==> src/design/mge_pkg.sv <==
// shared types and constants for the mono glyph to rgb565 expander
package mge_pkg;

    // glyph geometry
    localparam int MAX_GLYPH_SIZE = 48;
    localparam int POS_W          = 6;
    localparam int SIZE_W         = 7;
    localparam int BYTE_BITS      = 8;
    localparam int CNT_W          = 3;

    // register widths and reset values
    localparam int COLOR_W  = 16;
    localparam int CFG_W    = 16;
    localparam int CFG_IDX_W = 2;
    localparam logic [COLOR_W-1:0] FG_COLOR_RST     = 16'hFFFF;
    localparam logic [COLOR_W-1:0] CLEAR_COLOR_RST  = 16'h0000;
    localparam logic [POS_W-1:0]   GLYPH_WIDTH_RST  = 6'd8;
    localparam logic [POS_W-1:0]   GLYPH_HEIGHT_RST = 6'd16;

    // default depth of the byte queue between front and back
    localparam int QUEUE_DEPTH_DEF = 4;

    typedef enum logic [CFG_IDX_W-1:0] {
        CFG_FG_COLOR     = 2'd0,
        CFG_CLEAR_COLOR  = 2'd1,
        CFG_GLYPH_WIDTH  = 2'd2,
        CFG_GLYPH_HEIGHT = 2'd3
    } cfg_index_t;

    typedef struct packed {
        logic [BYTE_BITS-1:0] bitmap_byte;
        logic                 new_glyph;
    } src_item_t;

    typedef struct packed {
        logic [COLOR_W-1:0] pixel;
        logic               row_end;
        logic               glyph_end;
        logic               last;
    } pix_item_t;

    // one classified byte: bits to expand, pixel count minus one, end flags
    typedef struct packed {
        logic [BYTE_BITS-1:0] bits;
        logic [CNT_W-1:0]     cnt_m1;
        logic                 row_end;
        logic                 glyph_end;
    } job_t;

endpackage

==> src/design/mono_glyph_to_rgb565_expander_unit.sv <==
// top level of the mono glyph to rgb565 expander
//
//  channel   signals                          direction  transaction when
//  ------    -------------------------------  ---------  -----------------------------
//  src       src_valid, src_stall, src_item   in         src_valid && !src_stall
//  pix       pix_valid, pix_stall, pix_item   out        pix_valid && !pix_stall
//  cfg       cfg_we, cfg_index, cfg_data      in         cfg_we (write only)
//
//  one pixel leaves per cycle while pix_stall is low; a byte yields 1 to 8
//  pixels (min of 8 and columns left in the row); the front end sets this
//  number for each byte it classifies
//  a byte is registered in the queue and the job register, each pixel in pix_reg
//  up to QUEUE_DEPTH classified bytes wait between front and back
//  reset clears position to row 0 column 0, empties the queue and loads the
//  register reset values; src_stall rises only while the queue is full
module mono_glyph_to_rgb565_expander_unit #(
    parameter int QUEUE_DEPTH = mge_pkg::QUEUE_DEPTH_DEF
) (
    input  logic                              clk,
    input  logic                              rst_n,
    // byte input
    input  logic                              src_valid,
    output logic                              src_stall,
    input  mge_pkg::src_item_t                src_item,
    // pixel output
    output logic                              pix_valid,
    input  logic                              pix_stall,
    output mge_pkg::pix_item_t                pix_item,
    // register writes
    input  logic                              cfg_we,
    input  logic [mge_pkg::CFG_IDX_W-1:0]     cfg_index,
    input  logic [mge_pkg::CFG_W-1:0]         cfg_data
);

    // configuration registers
    logic [mge_pkg::COLOR_W-1:0] fg_color_reg;
    logic [mge_pkg::COLOR_W-1:0] clear_color_reg;
    logic [mge_pkg::POS_W-1:0]   glyph_width_reg;
    logic [mge_pkg::POS_W-1:0]   glyph_height_reg;

    // front to queue, queue to back
    logic          src_accept;
    logic          q_full;
    logic          q_not_empty;
    logic          q_pop;
    mge_pkg::job_t front_job;
    mge_pkg::job_t q_job;

    always_ff @(posedge clk or negedge rst_n)
    begin
        if (!rst_n)
        begin
            fg_color_reg     <= mge_pkg::FG_COLOR_RST;
            clear_color_reg  <= mge_pkg::CLEAR_COLOR_RST;
            glyph_width_reg  <= mge_pkg::GLYPH_WIDTH_RST;
            glyph_height_reg <= mge_pkg::GLYPH_HEIGHT_RST;
        end
        else if (cfg_we)
        begin
            case (mge_pkg::cfg_index_t'(cfg_index))
                mge_pkg::CFG_FG_COLOR:     fg_color_reg     <= cfg_data;
                mge_pkg::CFG_CLEAR_COLOR:  clear_color_reg  <= cfg_data;
                mge_pkg::CFG_GLYPH_WIDTH:  glyph_width_reg  <= cfg_data[mge_pkg::POS_W-1:0];
                mge_pkg::CFG_GLYPH_HEIGHT: glyph_height_reg <= cfg_data[mge_pkg::POS_W-1:0];
                default: ;
            endcase
        end
    end

    // the front takes a byte whenever the queue has room
    assign src_stall  = q_full;
    assign src_accept = src_valid && !q_full;

    // position tracking and per-byte classification
    mge_front u_front (
        .clk          (clk),
        .rst_n        (rst_n),
        .accept       (src_accept),
        .item         (src_item),
        .glyph_width  (glyph_width_reg),
        .glyph_height (glyph_height_reg),
        .job          (front_job)
    );

    // decouples byte acceptance from pixel drain
    mge_queue #(
        .DEPTH (QUEUE_DEPTH)
    ) u_queue (
        .clk       (clk),
        .rst_n     (rst_n),
        .push      (src_accept),
        .push_job  (front_job),
        .full      (q_full),
        .pop       (q_pop),
        .not_empty (q_not_empty),
        .pop_job   (q_job)
    );

    // pixel serializer with output register
    mge_back u_back (
        .clk         (clk),
        .rst_n       (rst_n),
        .job_avail   (q_not_empty),
        .job_in      (q_job),
        .take        (q_pop),
        .fg_color    (fg_color_reg),
        .clear_color (clear_color_reg),
        .pix_valid   (pix_valid),
        .pix_stall   (pix_stall),
        .pix_item    (pix_item)
    );

endmodule

==> src/design/mge_front.sv <==
// front end: position tracking and classification of each bitmap byte
module mge_front (
    input  logic                         clk,
    input  logic                         rst_n,
    input  logic                         accept,
    input  mge_pkg::src_item_t           item,
    input  logic [mge_pkg::POS_W-1:0]    glyph_width,
    input  logic [mge_pkg::POS_W-1:0]    glyph_height,
    output mge_pkg::job_t                job
);

    localparam int SW = mge_pkg::SIZE_W;
    localparam logic [SW-1:0] MAX_SZ   = SW'(mge_pkg::MAX_GLYPH_SIZE);
    localparam logic [SW-1:0] ONE      = SW'(1);
    localparam logic [SW-1:0] BYTE_SZ  = SW'(mge_pkg::BYTE_BITS);

    logic [mge_pkg::POS_W-1:0] col_reg, col_next;
    logic [mge_pkg::POS_W-1:0] row_reg, row_next;

    logic [SW-1:0] w_raw, h_raw, w_eff, h_eff;
    logic [SW-1:0] col0, row0, col1, row1, row2, row3, span, span_m1;
    logic          ends;

    always_comb
    begin
        w_raw = {1'b0, glyph_width};
        h_raw = {1'b0, glyph_height};
        // zero counts as one, oversize saturates
        if (w_raw == '0)
            w_eff = ONE;
        else if (w_raw > MAX_SZ)
            w_eff = MAX_SZ;
        else
            w_eff = w_raw;
        if (h_raw == '0)
            h_eff = ONE;
        else if (h_raw > MAX_SZ)
            h_eff = MAX_SZ;
        else
            h_eff = h_raw;

        col0 = item.new_glyph ? '0 : {1'b0, col_reg};
        row0 = item.new_glyph ? '0 : {1'b0, row_reg};

        // position left outside a shrunk glyph starts the next row
        if (col0 >= w_eff)
        begin
            col1 = '0;
            row1 = row0 + ONE;
        end
        else
        begin
            col1 = col0;
            row1 = row0;
        end
        row2 = (row1 >= h_eff) ? '0 : row1;

        span    = w_eff - col1;
        span_m1 = span - ONE;
        ends    = (span <= BYTE_SZ);

        job.bits      = item.bitmap_byte;
        job.cnt_m1    = ends ? span_m1[mge_pkg::CNT_W-1:0] : '1;
        job.row_end   = ends;
        job.glyph_end = ends && (row2 == h_eff - ONE);

        row3 = row2 + ONE;
        if (ends)
        begin
            col_next = '0;
            row_next = (row3 >= h_eff) ? '0 : row3[mge_pkg::POS_W-1:0];
        end
        else
        begin
            col_next = 6'(col1 + BYTE_SZ);
            row_next = row2[mge_pkg::POS_W-1:0];
        end
    end

    always_ff @(posedge clk or negedge rst_n)
    begin
        if (!rst_n)
        begin
            col_reg <= '0;
            row_reg <= '0;
        end
        else if (accept)
        begin
            col_reg <= col_next;
            row_reg <= row_next;
        end
    end

    a_glyph_end_on_row_end: assert property (@(posedge clk) disable iff (!rst_n)
        job.glyph_end |-> job.row_end)
        else $error("glyph end without row end");

    a_wrap_after_glyph_end: assert property (@(posedge clk) disable iff (!rst_n)
        accept && job.glyph_end |=> col_reg == '0 && row_reg == '0)
        else $error("position did not wrap at glyph end");

    a_full_byte_inside_row: assert property (@(posedge clk) disable iff (!rst_n)
        !job.row_end |-> job.cnt_m1 == '1)
        else $error("short byte away from row end");

endmodule

==> src/design/mge_queue.sv <==
// small fifo of classified bytes between front and back
module mge_queue #(
    parameter int DEPTH = mge_pkg::QUEUE_DEPTH_DEF
) (
    input  logic          clk,
    input  logic          rst_n,
    input  logic          push,
    input  mge_pkg::job_t push_job,
    output logic          full,
    input  logic          pop,
    output logic          not_empty,
    output mge_pkg::job_t pop_job
);

    localparam int PTR_W = (DEPTH > 1) ? $clog2(DEPTH) : 1;
    localparam int CNT_W = $clog2(DEPTH + 1);
    localparam logic [PTR_W-1:0] LAST_PTR = PTR_W'(DEPTH - 1);
    localparam logic [CNT_W-1:0] FULL_CNT = CNT_W'(DEPTH);

    mge_pkg::job_t      mem [DEPTH];
    logic [PTR_W-1:0]   wr_ptr_reg, wr_ptr_next;
    logic [PTR_W-1:0]   rd_ptr_reg, rd_ptr_next;
    logic [CNT_W-1:0]   cnt_reg, cnt_next;

    assign full      = (cnt_reg == FULL_CNT);
    assign not_empty = (cnt_reg != '0);
    assign pop_job   = mem[rd_ptr_reg];

    always_comb
    begin
        wr_ptr_next = wr_ptr_reg;
        rd_ptr_next = rd_ptr_reg;
        cnt_next    = cnt_reg;
        if (push)
            wr_ptr_next = (wr_ptr_reg == LAST_PTR) ? '0 : wr_ptr_reg + PTR_W'(1);
        if (pop)
            rd_ptr_next = (rd_ptr_reg == LAST_PTR) ? '0 : rd_ptr_reg + PTR_W'(1);
        if (push && !pop)
            cnt_next = cnt_reg + CNT_W'(1);
        else if (pop && !push)
            cnt_next = cnt_reg - CNT_W'(1);
    end

    always_ff @(posedge clk)
    begin
        if (push)
            mem[wr_ptr_reg] <= push_job;
    end

    always_ff @(posedge clk or negedge rst_n)
    begin
        if (!rst_n)
        begin
            wr_ptr_reg <= '0;
            rd_ptr_reg <= '0;
            cnt_reg    <= '0;
        end
        else
        begin
            wr_ptr_reg <= wr_ptr_next;
            rd_ptr_reg <= rd_ptr_next;
            cnt_reg    <= cnt_next;
        end
    end

    a_no_push_when_full: assert property (@(posedge clk) disable iff (!rst_n)
        full |-> !push)
        else $error("push into full queue");

    a_no_pop_when_empty: assert property (@(posedge clk) disable iff (!rst_n)
        pop |-> not_empty)
        else $error("pop from empty queue");

    a_count_bounded: assert property (@(posedge clk) disable iff (!rst_n)
        cnt_reg <= FULL_CNT)
        else $error("queue count out of range");

endmodule

==> src/design/mge_back.sv <==
// back end: serializes one classified byte into pixels, one per cycle while pix_stall is low
module mge_back (
    input  logic                           clk,
    input  logic                           rst_n,
    input  logic                           job_avail,
    input  mge_pkg::job_t                  job_in,
    output logic                           take,
    input  logic [mge_pkg::COLOR_W-1:0]    fg_color,
    input  logic [mge_pkg::COLOR_W-1:0]    clear_color,
    output logic                           pix_valid,
    input  logic                           pix_stall,
    output mge_pkg::pix_item_t             pix_item
);

    localparam int BB = mge_pkg::BYTE_BITS;

    logic                     job_valid_reg, job_valid_next;
    logic [BB-1:0]            bits_reg, bits_next;
    logic [mge_pkg::CNT_W-1:0] rem_reg, rem_next;
    logic                     rend_reg, rend_next;
    logic                     gend_reg, gend_next;
    logic                     pix_valid_reg, pix_valid_next;
    mge_pkg::pix_item_t       pix_reg, pix_next;

    logic out_adv, emit, finish, is_last;

    always_comb
    begin
        out_adv = !pix_valid_reg || !pix_stall;
        emit    = job_valid_reg && out_adv;
        is_last = (rem_reg == '0);
        finish  = emit && is_last;
        take    = job_avail && (!job_valid_reg || finish);

        job_valid_next = take ? 1'b1 : (finish ? 1'b0 : job_valid_reg);
        bits_next      = bits_reg;
        rem_next       = rem_reg;
        rend_next      = rend_reg;
        gend_next      = gend_reg;
        if (take)
        begin
            bits_next = job_in.bits;
            rem_next  = job_in.cnt_m1;
            rend_next = job_in.row_end;
            gend_next = job_in.glyph_end;
        end
        else if (emit)
        begin
            bits_next = {bits_reg[BB-2:0], 1'b0};
            rem_next  = rem_reg - mge_pkg::CNT_W'(1);
        end

        pix_valid_next = out_adv ? emit : pix_valid_reg;
        pix_next       = pix_reg;
        if (emit)
        begin
            pix_next.pixel     = bits_reg[BB-1] ? fg_color : clear_color;
            pix_next.last      = is_last;
            pix_next.row_end   = is_last && rend_reg;
            pix_next.glyph_end = is_last && gend_reg;
        end
    end

    always_ff @(posedge clk or negedge rst_n)
    begin
        if (!rst_n)
        begin
            job_valid_reg <= 1'b0;
            pix_valid_reg <= 1'b0;
        end
        else
        begin
            job_valid_reg <= job_valid_next;
            pix_valid_reg <= pix_valid_next;
        end
    end

    always_ff @(posedge clk)
    begin
        bits_reg <= bits_next;
        rem_reg  <= rem_next;
        rend_reg <= rend_next;
        gend_reg <= gend_next;
        pix_reg  <= pix_next;
    end

    assign pix_valid = pix_valid_reg;
    assign pix_item  = pix_reg;

    a_row_end_is_last: assert property (@(posedge clk) disable iff (!rst_n)
        pix_valid_reg && pix_reg.row_end |-> pix_reg.last)
        else $error("row end on a pixel that is not last of its byte");

    a_glyph_end_on_row_end: assert property (@(posedge clk) disable iff (!rst_n)
        pix_valid_reg && pix_reg.glyph_end |-> pix_reg.row_end)
        else $error("glyph end without row end");

    a_take_only_when_free: assert property (@(posedge clk) disable iff (!rst_n)
        take && job_valid_reg |-> finish)
        else $error("new byte loaded over unfinished byte");

endmodule
==> config.mk <==
export PLATFORM = sky130hd
export DESIGN_NAME = mono_glyph_to_rgb565_expander_unit
export DESIGN_NICKNAME = d
export VERILOG_FILES = /design/src/design/mge_pkg.sv /design/src/design/mono_glyph_to_rgb565_expander_unit.sv /design/src/design/mge_front.sv /design/src/design/mge_queue.sv /design/src/design/mge_back.sv
export SDC_FILE = /design/constraint.sdc
export NUM_CORES = 1
export LEC_CHECK = 0
export BUFFER_PORTS_ARGS = -buffer_cell sky130_fd_sc_hd__buf_4
export CAP_MARGIN = 20
export CELL_PAD_IN_SITES_DETAIL_PLACEMENT = 1
export CELL_PAD_IN_SITES_GLOBAL_PLACEMENT = 1
export CORE_MARGIN = 2
export CORE_UTILIZATION = 51
export CTS_CLUSTER_DIAMETER = 200
export CTS_CLUSTER_SIZE = 40
export DETAILED_ROUTE_END_ITERATION = 16
export MAX_ROUTING_LAYER = met4
export PLACE_DENSITY = 0.87
export SLEW_MARGIN = 15
export SYNTH_ARGS = -nofsm -noshare
export SYNTH_HDL_FRONTEND = slang
export SYNTH_HIERARCHICAL = 1
export SYNTH_SLANG_ARGS = --single-unit
==> constraint.sdc <==
create_clock -name clk -period 13.1 [get_ports clk]
set_clock_uncertainty 0.1 [all_clocks]
set_input_delay 3.93 -clock clk [delete_from_list [all_inputs] [get_ports clk]]
set_output_delay 3.93 -clock clk [all_outputs]
set_load 0.02 [all_outputs]
==> flow_metrics.env <==
export IMPL_num_vias=4895
export IMPL_ctsHtreeMaxLevel=4
export IMPL_first_pass_iters=5
export IMPL_clock_root_buffer="clkbuf_16"
export IMPL_synth_net_count=636
export IMPL_critPathMostFrequentCell="ha_1"
export IMPL_fp_dieArea_um2=15800
export IMPL_drt_initial_drc_count=521
export IMPL_post_cts_buffers=0
export IMPL_setup_viol=0
export IMPL_clk_latency_ns=0.43
export IMPL_critPathMaxStageDelay_ns=0.56
export IMPL_ant_nets=0
export IMPL_grt_use_total=0.260
export IMPL_hold_buffers=0
export IMPL_antennaDiodeCount=0
export IMPL_core_area_um2=14500
export IMPL_hold_viol=0
export IMPL_finalCritPeriodShare=0.694
export IMPL_fp_row_count=44
export IMPL_dp_cells=777
export IMPL_instances_no_fill=809
export IMPL_rsz0062_at_grt="no"
export IMPL_nets=683
export IMPL_final_setup_tns_ns=0
export IMPL_start_util=0.521
export IMPL_grt_pass1_wl_mm=30.5
export IMPL_regMostFlops="u_queue/mem"
export IMPL_grt_overflow_total=0
export IMPL_max_cap_violations=0
export IMPL_mostFrequentLayoutCells="84 x edfxtp_1, 64 x mux2_2, 55 x buf_4"
export IMPL_fmax_mhz=110
export IMPL_slew_headroom=0.256
export IMPL_cts_tree="built"
export IMPL_design_area_um2=8560
export IMPL_cts_buffer_depth=2
export IMPL_arrival_ns=9.32
export IMPL_worstPathRequired_ns=13.33
export IMPL_yosys_warnings=6
export IMPL_synth_seq_area_share=0.553
export IMPL_cts_buffers_inserted=17
export IMPL_yosysTopAreaCell="edfxtp_1"
export IMPL_fillers=1403
export IMPL_tightest_slew_ns=1.12
export IMPL_hp_class="flop to flop"
export IMPL_place_hpwl_mm=12.5
export IMPL_regArea_um2=4170
export IMPL_yosys_register_bits=149
export IMPL_clkTransAtPathRegs_ns=0.06
export IMPL_p_leak_nw=3.52
export IMPL_drive_above_1_share=0.306
export IMPL_crit_fanout=17
export IMPL_viasPerCell=6.05
export IMPL_syn_area_per_cell_um2=13.4
export IMPL_clock_sinks=149
export IMPL_dieHeight_um=126
export IMPL_grt_pass1_vias=5323
export IMPL_multi_input_area_um2=3060
export IMPL_synth_cell_type_count=76
export IMPL_status="finished, final reports clean"
export IMPL_yosys_top_cells_area="edfxtp_1 33%, dfrtp_1 16%, mux2_2 9.5%"
export IMPL_startpoint="src_item[0]"
export IMPL_end_kind="flop"
export IMPL_final_common_cell="edfxtp_1"
export IMPL_power_density_nw_per_um2=203
export IMPL_grt_max_degree=66
export IMPL_gp_congestion=0.848
export IMPL_io_pins=53
export IMPL_syn2layout_area_growth_pct=13.3
export IMPL_maxSlewViolCount=0
export IMPL_antenna_found_initial=0
export IMPL_async_flop_share=0.436
export IMPL_wl_per_cell_um=23.6
export IMPL_yosys_most_used_dff="edfxtp_1"
export IMPL_rr_startpoint="glyph_width_reg[5]$_DFFE_PN0P_"
export IMPL_peakVddDrop_v=0.000107
export IMPL_netlist_area_leader_share=0.334
export IMPL_crit_path_top_delay_cell="mux2i_1"
export IMPL_largest_register_ffs=52
export IMPL_die_width_um=126
export IMPL_syn_area_um2=7550
export IMPL_portBuffers=52
export IMPL_crit_type="input port to flop"
export IMPL_finalCriticalPeriod_ns=9.09
export IMPL_drc=0
export IMPL_post_cts_resized=0
export IMPL_routed_wl_mm=19.1
export IMPL_post_dp_cell_area_um2=7990
export IMPL_syn_inst=565
export IMPL_critPathLaunchType="input port"
export IMPL_synth_edf_count=84
export IMPL_hp_start="u_queue/cnt_reg[2]$_DFFE_PN0P_"
## layout make-up
cell class,instances,share of cell area
multi-input combinational,360,0.358
inverter,29,0.0133
timing repair buffer,55,0.0483
clock buffer,21,0.0515
sequential,149,0.488
clock inverter,11,0.0146
tap,184,0.0269
## report_power, final
| part | switching (W) | internal (W) | total (W) |
|---|---|---|---|
| registers | 0.0000861 | 0.000629 | 0.000715 |
| logic | 0.000303 | 0.000240 | 0.000543 |
| clock network | 0.000198 | 0.000281 | 0.000479 |
## worst max-delay path, delay by kind of cell
| kind | cells | cell delay [ns] |
|---|---|---|
| adder cells (fa/ha/maj) | 4 | 1.19 |
| AO/OA/AOI/OAI | 9 | 1.64 |
| AND/OR/NAND/NOR | 6 | 1.26 |
| XOR/XNOR | 1 | 0.09 |
| multiplexers | 1 | 0.56 |
| buffers and inverters | 5 | 0.66 |
## through the flow
| stage | total power [W] | hold slack, ns | setup WS (ns) | utilization |
|---|---|---|---|---|
| after floorplan | 0.00108 | 0.349 | 4.03 | - |
| after global placement | 0.00119 | 0.365 | 4.03 | 0.552 |
| after detailed placement | 0.00124 | 0.378 | 3.66 | 0.552 |
| after CTS | 0.00174 | 0.388 | 4.04 | 0.591 |
| after global routing | 0.00182 | 0.414 | 3.66 | 0.591 |
| final | 0.00174 | 0.386 | 4.01 | 0.591 |
## cells in the mapped netlist, types with 9 or more instances
library cell  number
nor3_1            11
dfstp_2           18
edfxtp_1          84
o22ai_1           11
xnor2_1            9
ha_1              37
nor2b_1           17
buf_4             11
nor2_1            25
dfrtp_1           47
and2_1            12
inv_1             28
nand2b_1          11
nand2_1           49
mux2_2            64
## per-layer routing
| metal | GRT usage | up-vias | share of wire |
|---|---|---|---|
| li1 | - | 2158 | - |
| met1 | 0.319 | 2514 | 0.42 |
| met2 | 0.427 | 188 | 0.52 |
| met3 | 0.0586 | 35 | 0.046 |
| met4 | 0.0915 | 0 | 0.023 |
| met5 | - | - | 0 |
## cells by family after synthesis
| family | share of synthesized area |
|---|---|
| and+or+nand+nor | 0.107 |
| buffers and inverters | 0.0418 |
| adders and majority gates | 0.0666 |
| muxes | 0.142 |
| xor gates and xnor gates | 0.0174 |
| DFF | 0.553 |
| AOI/OAI and AO/OA | 0.0726 |
## path summary, 6_finish.rpt
path	cells past startpoint	to	slack, ns
setup / recovery	26	u_front/row_reg[4]$_DFFE_PN0P_	4.01
hold / removal	1	u_queue/cnt_reg[2]$_DFFE_PN0P_	0.39
setup reg to reg	27	u_front/row_reg[4]$_DFFE_PN0P_	6.74
hold reg to reg	1	u_queue/cnt_reg[2]$_DFFE_PN0P_	0.39
max in group asynchronous	1	clear_color_reg[6]$_DFFE_PN0P_	8.81
min in group asynchronous	1	u_queue/cnt_reg[0]$_DFFE_PN0P_	3.52
Power figures use the tool's default switching activity.
